### src/rtl/texture_nearest_sampler_core_assert.svh
// Assertion macros shared by the sampler RTL.
`ifndef TEXTURE_NEAREST_SAMPLER_CORE_ASSERT_SVH
`define TEXTURE_NEAREST_SAMPLER_CORE_ASSERT_SVH

// Same-cycle implication, sampled on clk, off during rst.
`define TNS_ASSERT_NOW(label, cond, prop) \
  label: assert property (@(posedge clk) disable iff (rst) (cond) |-> (prop)) \
    else $error("sampler assertion failed");

// Next-cycle implication, sampled on clk, off during rst.
`define TNS_ASSERT_NEXT(label, cond, prop) \
  label: assert property (@(posedge clk) disable iff (rst) (cond) |=> (prop)) \
    else $error("sampler assertion failed");

`endif

### src/rtl/tns_pkg.sv
// Types and constants of the nearest-neighbor texture sampler.
`default_nettype none
package tns_pkg;

  localparam int ADDR_W      = 16;
  localparam int STORE_DEPTH = 65536;
  localparam int REG_W       = 9;
  localparam int TEXEL_W     = 32;
  localparam int COORD_W     = 32;
  localparam int CHAN_W      = 8;
  localparam int CFG_IDX_W   = 1;
  localparam int QDEPTH      = 8;

  // alpha 255, blue 255, green 0, red 255
  localparam logic [TEXEL_W-1:0] MAGENTA = 32'hFFFF_00FF;

  typedef enum logic [CFG_IDX_W-1:0] {
    REG_TEX_WIDTH  = 1'b0,
    REG_TEX_HEIGHT = 1'b1
  } cfg_reg_t;

  typedef enum logic [0:0] {
    KIND_LOAD   = 1'b0,
    KIND_SAMPLE = 1'b1
  } kind_t;

  // One texel-store access leaving the address pipeline.
  typedef struct packed {
    logic                valid;
    logic                write;
    logic                magenta;
    logic [ADDR_W-1:0]   addr;
    logic [TEXEL_W-1:0]  data;
  } mem_req_t;

endpackage
`default_nettype wire

### src/rtl/tns_outq.sv
// Result queue in front of the output channel.
`default_nettype none
`include "texture_nearest_sampler_core_assert.svh"
module tns_outq (
  input  wire logic                         clk,
  input  wire logic                         rst,
  input  wire logic                         push,
  input  wire logic [tns_pkg::TEXEL_W-1:0]  push_data,
  input  wire logic                         pop,
  output logic                              not_empty,
  output logic      [tns_pkg::TEXEL_W-1:0]  head
);

  localparam int PW = $clog2(tns_pkg::QDEPTH);
  localparam int CW = $clog2(tns_pkg::QDEPTH + 1);

  logic [tns_pkg::TEXEL_W-1:0] slot [tns_pkg::QDEPTH];
  logic [PW-1:0]               wr_ptr;
  logic [PW-1:0]               rd_ptr;
  logic [CW-1:0]               count;

  assign not_empty = (count != '0);
  assign head      = slot[rd_ptr];

  always_ff @(posedge clk) begin
    if (rst) begin
      wr_ptr <= '0;
      rd_ptr <= '0;
      count  <= '0;
    end else begin
      if (push) begin
        wr_ptr <= wr_ptr + PW'(1);
      end
      if (pop) begin
        rd_ptr <= rd_ptr + PW'(1);
      end
      if (push && !pop) begin
        count <= count + CW'(1);
      end else if (pop && !push) begin
        count <= count - CW'(1);
      end
    end
    if (push) begin
      slot[wr_ptr] <= push_data;
    end
  end

  `TNS_ASSERT_NOW(a_no_overflow, push && !pop, count < CW'(tns_pkg::QDEPTH))
  `TNS_ASSERT_NOW(a_no_underflow, pop, count != '0)
  `TNS_ASSERT_NEXT(a_push_shows, push, count != '0)

endmodule
`default_nettype wire

### config.mk
export PLATFORM = sky130hd
export DESIGN_NAME = tns_outq
export DESIGN_NICKNAME = d
export VERILOG_FILES = /design/src/rtl/tns_pkg.sv /design/src/rtl/tns_outq.sv
export VERILOG_INCLUDE_DIRS = /design/src /design/src/rtl
export SDC_FILE = /design/constraint.sdc
export NUM_CORES = 1
export LEC_CHECK = 0
export ABC_AREA = 1
export BUFFER_PORTS_ARGS = -buffer_cell sky130_fd_sc_hd__buf_2
export CORE_MARGIN = 2
export CORE_UTILIZATION = 44
export DETAILED_ROUTE_END_ITERATION = 8
export PLACE_DENSITY = 0.71
export SLEW_MARGIN = 20
export SYNTH_ARGS = -nofsm -noshare
export SYNTH_HDL_FRONTEND = slang
export SYNTH_SLANG_ARGS = --single-unit
export TNS_END_PERCENT = 100
### constraint.sdc
create_clock -name clk -period 2.2 [get_ports clk]
set_input_delay 0.22 -clock clk [delete_from_list [all_inputs] [get_ports clk]]
set_output_delay 0.22 -clock clk [all_outputs]
set_load 0.005 [all_outputs]
==> flow_metrics.env <==
export IMPL_grt_pass1_vias=6887
export IMPL_timing_fmax_mhz=472.6
export IMPL_drtAntennaViolNets=0
export IMPL_dieArea_um2=25950
export IMPL_detailedRoute_firstIterationViolations=566
export IMPL_yosysWarnings=0
export IMPL_setup_viol=0
export IMPL_dp_hpwl_mm=12.56
export IMPL_drive_gt1_share_pct=14.11
export IMPL_syn_inst=938
export IMPL_ys_ff_latch=269
export IMPL_ff2ff_setup_slack_ns=0.56
export IMPL_fin_skew_ns=0.01391
export IMPL_rows=57
export IMPL_vias=7044
export IMPL_cts_buffers=28
export IMPL_die_w_um=161.1
export IMPL_holdPathStages=3
export IMPL_finalCritPeriodShare_pct=96.18
export IMPL_wl_mm=24.16
export IMPL_antenna_found_initial=0
export IMPL_multi_input_area_um2=2596
export IMPL_fillers=2029
export IMPL_finish_net_count=1090
export IMPL_fin_cells=1395
export IMPL_syn_num_nets=980
export IMPL_arrival_ns=1.90
export IMPL_crit_path_end_kind="primary output"
export IMPL_leakagePower_nw=4.855
export IMPL_yosysSeqAreaShare_pct=73.21
export IMPL_place_ws_ns=0.4451
export IMPL_clock_root_buffer="clkbuf_16"
export IMPL_io_pins=69
export IMPL_cts_num_sinks=269
export IMPL_setup_tns_ns=0
export IMPL_area_growth_pct=20.01
export IMPL_rsz0062_at_grt="yes"
export IMPL_grt_pass1_wl_mm=36.79
export IMPL_cts_tree="yes"
export IMPL_regToRegStartpoint="wr_ptr[0]"
export IMPL_clkSlewWorstSetupHoldPaths_ns=0.06
export IMPL_grt_use_total_pct=18.04
export IMPL_initial_core_util_pct=44.77
export IMPL_hold_class="in2reg"
export IMPL_drv_slew=0
export IMPL_detail_route_drc_violations=0
export IMPL_start_kind="register"
export IMPL_layout_setup_ws_ns=0.08411
export IMPL_rr_worst_depth=3
export IMPL_port_buffers=68
export IMPL_gp_congestion=0.7663
export IMPL_dp_cells=1305
export IMPL_htree_levels=1
export IMPL_min_from="push"
export IMPL_clock_path_buffers=3
export IMPL_p_per_area_nw_per_um2=906.5
export IMPL_maxCapViolations=0
export IMPL_grt_start_max_net_pins=65
export IMPL_avgViaCountPerCell=5.049
export IMPL_clock_latency_ns=0.54
export IMPL_fp_dieH_um=161.1
export IMPL_postSynthAreaPerCell_um2=11.57
export IMPL_cp_required_ns=1.98
export IMPL_core_um2=24250
export IMPL_min_to="wr_ptr[1]"
export IMPL_syn_area_um2=10860
export IMPL_status="finished clean"
export IMPL_crit_fanout=32
export IMPL_synth_distinct_cells=24
export IMPL_finalHoldViolations=0
export IMPL_first_pass_iters=5
export IMPL_slew_headroom_pct=63.29
export IMPL_irDropWorstVdd_v=0.0006605
export IMPL_ff_latch_area_um2=7953
export IMPL_wl_per_cell_um=17.32
export IMPL_min_period_ns=2.116
export IMPL_worstSetupPathType="reg2out"
export IMPL_overflow=0
export IMPL_tightest_slew_ns=0.5506
export IMPL_r2r_end="slot[7][4]"
[metrics by stage]
| stage | utilization [%] | cell area, um2 | hold slack, ns | power, mW |
|---|---|---|---|---|
| CTS | 53.43 | 12960 | 0.02040 | 11.85 |
| global route | 53.72 | 13030 | 0.03652 | 12.26 |
| detailed placement | 47.89 | 11610 | 0.4806 | 6.995 |
| finish | 53.73 | 13030 | 0.03877 | 11.81 |
| global placement | 47.89 | 11610 | 0.4715 | 6.967 |
| floorplan | - | 10870 | 0.3189 | 6.604 |
[cell families (layout without fill, tap and decap cells)]
kind of cell | count (synthesis) | in the layout | synth area share, %
buffers and inverters | 63 | 195 | 3.457
AOI/OAI and AO/OA | 137 | 137 | 6.339
adders and majority gates | 6 | 6 | 0.7606
and+or+nand+nor | 461 | 461 | 16.08
DFF | 269 | 269 | 73.21
other | 0 | 1 | 0
xor gates and xnor gates | 2 | 2 | 0.1614
[what timing repair did]
| item | in CTS | in global routing |
|---|---|---|
| endpoints found under the hold margin | 262 | 0 |
| endpoints found under the setup margin | 32 | 21 |
| hold buffers | 34 | 0 |
| resized for setup | 6 | 10 |
| pin swaps | 0 | 0 |
| buffers inserted | 0 | 0 |
| cloned | 1 | 2 |
[cell usage in the layout (no fill, tap or decap), types with 2 or more instances in the layout]
cell type and instances:
or2_2 2, nand3_1 4, o21ai_1 37, clkinv_2 2, clkbuf_8 4, dfxtp_1 11
buf_2 68, clkinv_1 7, dlygate4sd3_1 34, buf_4 15, edfxtp_1 256, o21ai_0 92
clkbuf_1 5, a21oi_1 7, nor2_1 264, nor2_4 8, ha_1 5, nand2_1 180
clkbuf_16 30, buf_16 3, buf_12 5, bufinv_16 4, inv_1 11
[worst max path at each step]
stage | start | endpoint | slack [ns]
2_1_floorplan | wr_ptr[0] | slot[0][0] | -0.23
3_3_place_gp | register | head[1] | 0.44
3_5_place_dp | register | head[1] | 0.45
4_1_cts | register | head[1] | 0.02
5_1_grt | register | head[30] | -0.006
6_report | register | head[0] | 0.08
[routing by layer]
metal	vias up	global-route usage [%]	routed length, um
met5	-	0	0
met2	196	30.75	11850
li1	3425	-	-
met3	41	3.390	1329
met1	3382	23.82	10490
met4	0	5.154	492
[Yosys cell counts]
cell,n,area share (%)
nor3b_1,1,0.069
nand3_1,4,0.18
buf_4,2,0.14
clkbuf_2,8,0.37
xnor2_1,1,0.081
dfxtp_1,13,2.4
edfxtp_1,256,71
nor3_1,1,0.046
inv_2,2,0.069
o21ai_0,97,4.5
ha_1,5,0.58
nor2_1,272,9.4
inv_1,12,0.41
buf_6,14,1.5
buf_1,8,0.28
clkbuf_1,4,0.14
nand2_1,181,6.3
o21ai_1,32,1.5
xor2_1,1,0.081
fa_1,1,0.18
buf_2,13,0.60
a21oi_1,7,0.32
or2_2,2,0.12
a211oi_1,1,0.069
[power breakdown]
group	internal [mW]	leakage, nW	switching (mW)
sequential	5.74	2.43	0.0483
combinational	0.456	1.96	0.761
clock	2.93	0.466	1.88
[worst max-delay path, stage by stage, from the launching register on]
cell,delay (ns)
dfxtp_4,0.47
clkbuf_16,0.28
nor2_1,0.07
nor2_1,0.09
o21ai_0,0.10
nand2_1,0.08
nand2_1,0.04
nand2_1,0.09
buf_2,0.11
[layout make-up]
class	instances	area share, %
repair buffers	129	8.076
diodes	1	0.01921
clock buffers	37	5.945
inverters	14	0.4898
clock inverters	15	1.392
well taps	324	3.112
flip-flops and latches	269	61.04
multi-input cells	606	19.93
[flip-flops by register name, summed over array words and instances (netlist names), named ones only]
name	count
slot	256
rd_ptr	3
count	4
wr_ptr	3
No activity file was read; power rests on OpenSTA's default activity.
