--- src/rtl/texture_nearest_sampler_core_assert.svh ---
// Assertion macros shared by the sampler RTL.
`ifndef TEXTURE_NEAREST_SAMPLER_CORE_ASSERT_SVH
`define TEXTURE_NEAREST_SAMPLER_CORE_ASSERT_SVH

// Same-cycle implication, sampled on clk, off during rst.
`define TNS_ASSERT_NOW(label, cond, prop) \
  label: assert property (@(posedge clk) disable iff (rst) (cond) |-> (prop)) \
    else $error("sampler assertion failed");

// Next-cycle implication, sampled on clk, off during rst.
`define TNS_ASSERT_NEXT(label, cond, prop) \
  label: assert property (@(posedge clk) disable iff (rst) (cond) |=> (prop)) \
    else $error("sampler assertion failed");

`endif

--- src/rtl/tns_pkg.sv ---
// Types and constants of the nearest-neighbor texture sampler.
`default_nettype none
package tns_pkg;

  localparam int ADDR_W      = 16;
  localparam int STORE_DEPTH = 65536;
  localparam int REG_W       = 9;
  localparam int TEXEL_W     = 32;
  localparam int COORD_W     = 32;
  localparam int CHAN_W      = 8;
  localparam int CFG_IDX_W   = 1;
  localparam int QDEPTH      = 8;

  // alpha 255, blue 255, green 0, red 255
  localparam logic [TEXEL_W-1:0] MAGENTA = 32'hFFFF_00FF;

  typedef enum logic [CFG_IDX_W-1:0] {
    REG_TEX_WIDTH  = 1'b0,
    REG_TEX_HEIGHT = 1'b1
  } cfg_reg_t;

  typedef enum logic [0:0] {
    KIND_LOAD   = 1'b0,
    KIND_SAMPLE = 1'b1
  } kind_t;

  // One texel-store access leaving the address pipeline.
  typedef struct packed {
    logic                valid;
    logic                write;
    logic                magenta;
    logic [ADDR_W-1:0]   addr;
    logic [TEXEL_W-1:0]  data;
  } mem_req_t;

endpackage
`default_nettype wire

--- src/rtl/tns_addr.sv ---
// Coordinate wrap, scale and row-major index pipeline (three stages).
`default_nettype none
module tns_addr #(
  parameter int FRAC_BITS = 16,
  parameter int SIDE_W    = 9
) (
  input  wire logic                           clk,
  input  wire logic                           rst,
  input  wire logic                           in_fire,
  input  wire logic                           is_sample,
  input  wire logic [tns_pkg::ADDR_W-1:0]     texel_addr,
  input  wire logic [tns_pkg::TEXEL_W-1:0]    texel_rgba,
  input  wire logic [tns_pkg::COORD_W-1:0]    u_coord,
  input  wire logic [tns_pkg::COORD_W-1:0]    v_coord,
  input  wire logic [SIDE_W-1:0]              w_side,
  input  wire logic [SIDE_W-1:0]              h_side,
  input  wire logic                           no_tex,
  output tns_pkg::mem_req_t                   req
);

  localparam int PW_U = FRAC_BITS + SIDE_W;
  localparam int PW_V = FRAC_BITS + 1 + SIDE_W;
  localparam int IW   = 2 * SIDE_W + 1;

  localparam logic [FRAC_BITS:0] FX_ONE = {1'b1, {FRAC_BITS{1'b0}}};

  // stage 1: wrapped fractions
  logic                          s1_valid;
  logic                          s1_write;
  logic                          s1_magenta;
  logic [tns_pkg::ADDR_W-1:0]    s1_addr;
  logic [tns_pkg::TEXEL_W-1:0]   s1_data;
  logic [FRAC_BITS-1:0]          s1_uf;
  logic [FRAC_BITS:0]            s1_vf;

  // stage 2: texel column and row
  logic                          s2_valid;
  logic                          s2_write;
  logic                          s2_magenta;
  logic [tns_pkg::ADDR_W-1:0]    s2_addr;
  logic [tns_pkg::TEXEL_W-1:0]   s2_data;
  logic [SIDE_W-1:0]             s2_x;
  logic [SIDE_W-1:0]             s2_y;

  logic [SIDE_W-1:0]             w_m1;
  logic [SIDE_W-1:0]             h_m1;
  logic [PW_U-1:0]               prod_u;
  logic [PW_V-1:0]               prod_v;
  logic [IW-1:0]                 idx_full;

  always_comb begin
    w_m1     = w_side - SIDE_W'(1);
    h_m1     = h_side - SIDE_W'(1);
    prod_u   = PW_U'(s1_uf) * PW_U'(w_m1);
    prod_v   = PW_V'(s1_vf) * PW_V'(h_m1);
    idx_full = IW'(s2_y) * IW'(w_side) + IW'(s2_x);
  end

  always_ff @(posedge clk) begin
    if (rst) begin
      s1_valid  <= 1'b0;
      s2_valid  <= 1'b0;
      req.valid <= 1'b0;
    end else begin
      s1_valid  <= in_fire;
      s2_valid  <= s1_valid;
      req.valid <= s2_valid;
    end
    // stage 1
    s1_write   <= !is_sample;
    s1_magenta <= is_sample && no_tex;
    s1_addr    <= texel_addr;
    s1_data    <= texel_rgba;
    s1_uf      <= u_coord[FRAC_BITS-1:0];
    s1_vf      <= FX_ONE - {1'b0, v_coord[FRAC_BITS-1:0]};
    // stage 2: fractions of at most one keep products within side-1, no clamp needed
    s2_write   <= s1_write;
    s2_magenta <= s1_magenta;
    s2_addr    <= s1_addr;
    s2_data    <= s1_data;
    s2_x       <= prod_u[PW_U-1:FRAC_BITS];
    s2_y       <= prod_v[FRAC_BITS+SIDE_W-1:FRAC_BITS];
    // stage 3
    req.write   <= s2_write;
    req.magenta <= s2_magenta;
    req.addr    <= s2_write ? s2_addr : tns_pkg::ADDR_W'(idx_full);
    req.data    <= s2_data;
  end

endmodule
`default_nettype wire

--- config.mk ---
export PLATFORM = sky130hd
export DESIGN_NAME = tns_addr
export DESIGN_NICKNAME = d
export VERILOG_FILES = /design/src/rtl/texture_nearest_sampler_core_assert.svh /design/src/rtl/tns_pkg.sv /design/src/rtl/tns_addr.sv
export SDC_FILE = /design/constraint.sdc
export NUM_CORES = 1
export LEC_CHECK = 0
export CELL_PAD_IN_SITES_DETAIL_PLACEMENT = 1
export CELL_PAD_IN_SITES_GLOBAL_PLACEMENT = 2
export CORE_MARGIN = 1.5
export CORE_UTILIZATION = 42
export CTS_CLUSTER_DIAMETER = 80
export DETAILED_ROUTE_END_ITERATION = 12
export DONT_BUFFER_PORTS = 1
export PLACE_DENSITY = 0.84
export SLEW_MARGIN = 20
export SYNTH_ARGS = -nofsm -noshare
export SYNTH_HDL_FRONTEND = slang
export SYNTH_SLANG_ARGS = --single-unit
--- constraint.sdc ---
create_clock -name clk -period 7.75 [get_ports clk]
set_input_delay 1.1625 -clock clk [delete_from_list [all_inputs] [get_ports clk]]
set_output_delay 1.1625 -clock clk [all_outputs]
set_load 0.02 [all_outputs]
==> flow_metrics.tcl, run 1 <==
set metrics [dict create \
    ys_types 54 \
    drv_slew 0 \
    end_kind "register" \
    ys_warn_count 0 \
    yosys-top-cells-area "fa_1, dfxtp_1, ha_1, inv_1, nor2b_1" \
    cts.sinks 204 \
    nets 2137 \
    cts_tree "yes" \
    die_w_um 199 \
    routedWlPerCell_um 16.2 \
    cp_data_arrival_time_ps 6710 \
    drc 0 \
    syn-num-nets 2136 \
    hold_viol 0 \
    cts_root_buf "clkbuf_16" \
    cap_violations 0 \
    layout-drive-gt1-share_pct 4.04 \
    worstPathCellList "clkinv_1 > ha_1 > nand2_1 > xor2_1 > buf_4 > nor2b_1 > fa_1 > inv_1 > fa_1 > inv_1 > fa_1 > inv_1 > fa_1 > inv_1 > ha_1 > a2111oi_0 > a221oi_2 > or2_4 > a311o_1 > a31oi_1 > xnor2_1" \
    regArea_um2 4090 \
    synth_area_per_cell_um2 9.94 \
    port_buffers 0 \
    gp_congestion 0.805 \
    dp_hpwl_um 28300 \
    multiInputGateArea_um2 10600 \
    synthArstFlopShare_pct 0 \
    period_share_pct 80.5 \
    fillCellCount 4304 \
    grt_util_all_layers_pct 18.3 \
    max_stage_delay_ps 530 \
    post-place-ws_ps 874 \
    grt_pass1_vias 11500 \
    fin_skew_ps 13.7 \
    synth_edf_count 0 \
    clock_latency_ps 550 \
    start_util_pct 42.7 \
    slowest_stage "fa_1" \
    synth_common_cells "inv_1, fa_1, dfxtp_1" \
    cp_max_fo 17 \
    cts_buffer_depth 3 \
    holdWs_ps 322 \
    synth_ff_type "dfxtp_1" \
    antenna_found_initial 2 \
    die_h_um 199 \
    min_path_type "reg -> reg" \
    timing.fmax_mhz 160 \
    postSynthCellCount 1617 \
    rows 71 \
    synth_top_area_share_pct 31.9 \
    synth.most_common_cell "inv_1" \
    cts.repair.resized 0 \
    post_cts_buffers 0 \
    ys_seq_area_share_pct 25.4 \
    ant_nets 0 \
    start_kind "primary input" \
    grt_overflow 0 \
    drt_iter0_markers 290 \
    wl_um 34800 \
    ys_seq_elements 204 \
    cts_max_level 1 \
    rsz0062_at_grt "no" \
    critPathKind "in -> reg" \
    yosys.area.top_type "fa_1" \
    cts_buffers 23 \
    setup_tns_ps 0 \
    num_io_pins 186 \
    grt_max_degree 34 \
    setup_viol 0 \
    viasPerCell 4.79 \
    area_growth_pct 8.90 \
    status "completed" \
    dr_total_vias 10300 \
    coreArea_um2 37700 \
    die_area_um2 39500 \
    first_pass_iters 5 \
    path_clk_slew_ps 60 \
    slew_headroom_pct 35.3 \
    period_minus_slack_ps 6240 \
    tightest_slew_ps 965 \
    setup_ws_ps 1510 \
    grt_pass1_wl_um 57000 \
    cts_hold_buf 0 \
    critical_path_required_ps 8220 \
    synthesis.area_um2 16100 \
]
## path summary, 6_finish.rpt
| check | from | endpoint | slack [ps] | cells after the start |
|---|---|---|---|---|
| hold / removal | s2_data[2] | req[2] | 320 | 0 |
| setup reg to reg | s2_y[0] | req[45] | 2620 | 15 |
| setup / recovery | h_side[0] | s2_y[7] | 1510 | 21 |
| hold reg to reg | s2_data[2] | req[2] | 320 | 0 |
## cells by family (layout without fill, tap and decap cells)
family | Yosys count | in the layout | share of synthesized area [%]
fa+ha+maj | 384 | 384 | 41.8
other cells | 0 | 2 | 0
buf+inv | 365 | 383 | 8.52
mux | 4 | 4 | 0.280
flops | 204 | 204 | 25.4
xor+xnor | 64 | 64 | 3.49
simple gates | 493 | 493 | 16.3
compound gates | 103 | 103 | 4.16
## metrics by stage
| step | instance area [um^2] | instances | utilization (%) |
|---|---|---|---|
| 2_1_floorplan | 16100 | 1617 | - |
| 3_3_place_gp | 16700 | 2104 | 44.3 |
| 3_5_place_dp | 16700 | 2104 | 44.3 |
| 4_1_cts | 17500 | 2146 | 46.5 |
| 5_1_grt | 17500 | 2148 | 46.5 |
| 6_report | 17500 | 2148 | 46.5 |
## cells in the final DEF, fill, tap and decap left out, types with 4 or more instances in the layout
cell         n
xnor2_1     39
a21o_1      13
o21ai_0     25
xor2_1      23
a21oi_1     30
ha_1       128
inv_1      327
buf_4       13
nor4_1       5
nand2_1    155
nor3_1      16
nand2b_1    53
fa_1       256
o21bai_1     4
a211oi_1     4
nor2_1      28
nand3_1      8
nor3b_1      6
mux2_2       4
clkbuf_16   23
dfxtp_1    203
nor2b_1    133
and2_1      72
## registers in the layout (all words and copies together), names as in the netlist
name and count:
s2_write 1, s1_write 1, s1_magenta 1, s2_addr 16, s1_data 32, req 51, s2_magenta 1, s2_x 9
s2_y 9, s2_data 32, s1_valid 1, s1_addr 16, s1_vf 17, s2_valid 1, s1_uf 16
## critical path, delay by kind of cell
kind	cells	cell delay, ps
AOI/OAI and AO/OA	4	1180
xor gates and xnor gates	2	300
adders and majority gates	6	2720
buffers and inverters	6	880
and+or+nand+nor	3	480
## layer usage
layer	track usage, %	wire (um)
met1	21.6	14800
met3	2.75	1090
met4	4.66	744
met2	34.4	18200
met5	0	0
## area by class of cell
type	instances	area share, %
clock inverter	15	1.15
clock buffer	27	3.49
timing repair buffer	13	0.557
antenna	2	0.0286
inverter	328	7.03
tap	511	3.65
sequential	204	23.3
multi-input combinational	1048	60.8
Power of run 1 is left out: the tool's default activity adds up to more than one toggle a clock period on the data nets, which glitch-free logic cannot reach.
==> inputs of run 2 (changes only) <==
--- a/config.mk
+++ b/config.mk
@@ -5,14 +5,15 @@
 export SDC_FILE = /design/constraint.sdc
 export NUM_CORES = 1
 export LEC_CHECK = 0
+export ABC_AREA = 1
 export CELL_PAD_IN_SITES_DETAIL_PLACEMENT = 1
 export CELL_PAD_IN_SITES_GLOBAL_PLACEMENT = 2
 export CORE_MARGIN = 1.5
-export CORE_UTILIZATION = 42
+export CORE_UTILIZATION = 36
 export CTS_CLUSTER_DIAMETER = 80
 export DETAILED_ROUTE_END_ITERATION = 12
 export DONT_BUFFER_PORTS = 1
-export PLACE_DENSITY = 0.84
+export PLACE_DENSITY = 0.8
 export SLEW_MARGIN = 20
 export SYNTH_ARGS = -nofsm -noshare
 export SYNTH_HDL_FRONTEND = slang
==> constraint.sdc (replaced) <==
create_clock -name clk -period 5.6 [get_ports clk]
set_input_delay 0.84 -clock clk [delete_from_list [all_inputs] [get_ports clk]]
set_output_delay 0.84 -clock clk [all_outputs]
set_load 0.02 [all_outputs]
==> flow_metrics.tcl, run 2 <==
set metrics [dict create \
    status "completed" \
    cts_buffers 26 \
    setup_viol 0 \
    syn-num-nets 2570 \
    cap_violations 0 \
    min_path_cells 0 \
    worstReg2RegStart "s2_y[1]" \
    max_stage_delay_ps 500 \
    ys_warn_count 0 \
    stdcell_count 2690 \
    cp_max_fo 12 \
    viasPerCell 4.68 \
    critical_path_required_ps 6020 \
    port_buffers 0 \
    top_register "req" \
    yosys-top-cells-area "fa_1, dfxtp_1, inv_1, ha_1, nand2_1" \
    rows 79 \
    timing.fmax_mhz 201 \
    critPathKind "in -> reg" \
    wl_um 41900 \
    die_w_um 220 \
    die_h_um 220 \
    die_area_um2 48400 \
    cts.repair.resized 0 \
    slowest_stage "fa_1" \
    tightest_slew_ps 518 \
    routedWlPerCell_um 15.6 \
    synth_common_cells "inv_1, nand2_1, fa_1" \
    area_growth_pct 9.54 \
    cp_data_arrival_time_ps 5390 \
    busiest_layer "met2" \
    largest_reg_flops 51 \
    slew_headroom_pct 65.4 \
    diodes 0 \
    antenna_found_initial 0 \
    grtUsageMet2_pct 35.2 \
    ff2ff_path_depth 15 \
    first_pass_iters 4 \
    cts_tree "yes" \
    clock_latency_ps 560 \
    path_clk_slew_ps 60 \
    period_minus_slack_ps 4960 \
    grt_overflow 0 \
    coreArea_um2 46600 \
    synth_edf_count 0 \
    drc 0 \
    drt_iter0_markers 354 \
    grtUsageMet3_pct 2.48 \
    gp_congestion 0.814 \
    cp_top_family "adder cells" \
    grt_pass1_wl_um 70500 \
    cts_hold_buf 0 \
    synthArstFlopShare_pct 0 \
    hold_end "s1_data[22]" \
    met1_usage_pct 20.8 \
    min_path_type "in -> reg" \
    critPathBufInv 7 \
    yosys.area.top_type "fa_1" \
    final_common_cell "inv_1" \
    hold_viol 0 \
    ys_seq_area_share_pct 24.1 \
    grt_pass1_vias 14400 \
    post-place-cells 2642 \
    setup_tns_ps 0 \
    drv_slew 0 \
    grt_util_all_layers_pct 18.2 \
    rsz0062_at_grt "no" \
    end_kind "register" \
    synth.most_common_cell "inv_1" \
    num_io_pins 186 \
    min_from "texel_rgba[22]" \
    dp_hpwl_um 35400 \
    top_regs "req (51), s1_data (32), s2_data (32)" \
    postSynthCellCount 2051 \
    cts_root_buf "clkbuf_16" \
    start_util_pct 36.4 \
    ant_nets 0 \
    cts_max_level 1 \
    dr_total_vias 12600 \
    post_cts_buffers 0 \
    synth_area_per_cell_um2 8.27 \
    grt_max_degree 20 \
    nets 2582 \
    post-route-util_pct 39.9 \
    start_kind "primary input" \
    period_share_pct 88.6 \
    cts_buffer_depth 3 \
    cts.sinks 204 \
    final_cell_mix "inv_1, nand2_1, fa_1" \
    synthesis.area_um2 17000 \
    layout-drive-gt1-share_pct 4.46 \
    synth_ff_type "dfxtp_1" \
    fin_skew_ps 29.2 \
    reg2reg_slack_ps 720 \
    ys_seq_elements 204 \
    ys_types 40 \
    worstReg2RegEnd "req[43]" \
    synth_top_area_share_pct 30.2 \
]
run 2: changes by cell type after synthesis, sizes merged, moves of 9 or more:
cell    delta
nand2b    -53
nor2     +221
nor2b    -133
nand2    +273
xnor2     -34
o21ai      +9
inv      +156
nand3     +54
buf       +11
nand4     +11
and2      -70
or2       +10
a21oi     +28
run 2: how the worst max path moves through the flow:
stage	startpoint	endpoint	depth (start not counted)	slack [ps]
2_1_floorplan	h_side[0]	s2_y[7]	25	120
3_3_place_gp	w_side[0]	s2_x[5]	24	130
3_5_place_dp	w_side[0]	s2_x[6]	26	100
4_1_cts	w_side[0]	s2_x[6]	26	650
5_1_grt	w_side[0]	s2_x[5]	26	290
6_report	w_side[0]	s2_x[6]	26	640
run 2: layout make-up:
| type | instances | area (um^2) |
|---|---|---|
| well taps | 607 | 759 |
| fillers | 5572 | 28000 |
| inverters | 485 | 1820 |
| repair buffers | 25 | 213 |
| clock buffers | 34 | 711 |
| clock inverters | 14 | 143 |
| multi-input cells | 1321 | 10900 |
| flip-flops and latches | 204 | 4080 |
run 2: cells by family after synthesis:
kind of cell               Yosys count  synth area share [%]
and+or+nand+nor                    792                  19.0
AOI/OAI and AO/OA                  113                  3.65
xor gates and xnor gates            32                  1.65
buffers and inverters              526                  11.9
DFF                                204                  24.1
adders and majority gates          384                  39.7
run 2: routing by layer:
layer,up-vias,part of all wire (%)
li1,6054,-
met1,6332,42
met2,134,53
met3,60,2.7
met4,0,2.4
met5,-,0
run 2: stage by stage:
stage | hold WS, ps | worst slack (ps) | cell area, um^2
finish | 293 | 637 | 18600
global route | 255 | 285 | 18600
CTS | 253 | 647 | 18600
detailed placement | 313 | 103 | 17700
global placement | 310 | 132 | 17700
floorplan | 310 | 121 | 17000
run 2: worst register-to-register path, stage by stage, from the launching register on:
cell	delay, ps
dfxtp_1	560
nand2_1	140
fa_1	510
fa_1	560
inv_1	60
fa_1	500
fa_1	570
fa_1	420
ha_1	370
a21oi_1	260
o21ai_0	220
inv_1	100
nand3_1	80
or2_2	270
nand3_1	70
nand2_1	60
Power of run 2 is left out for the same reason.
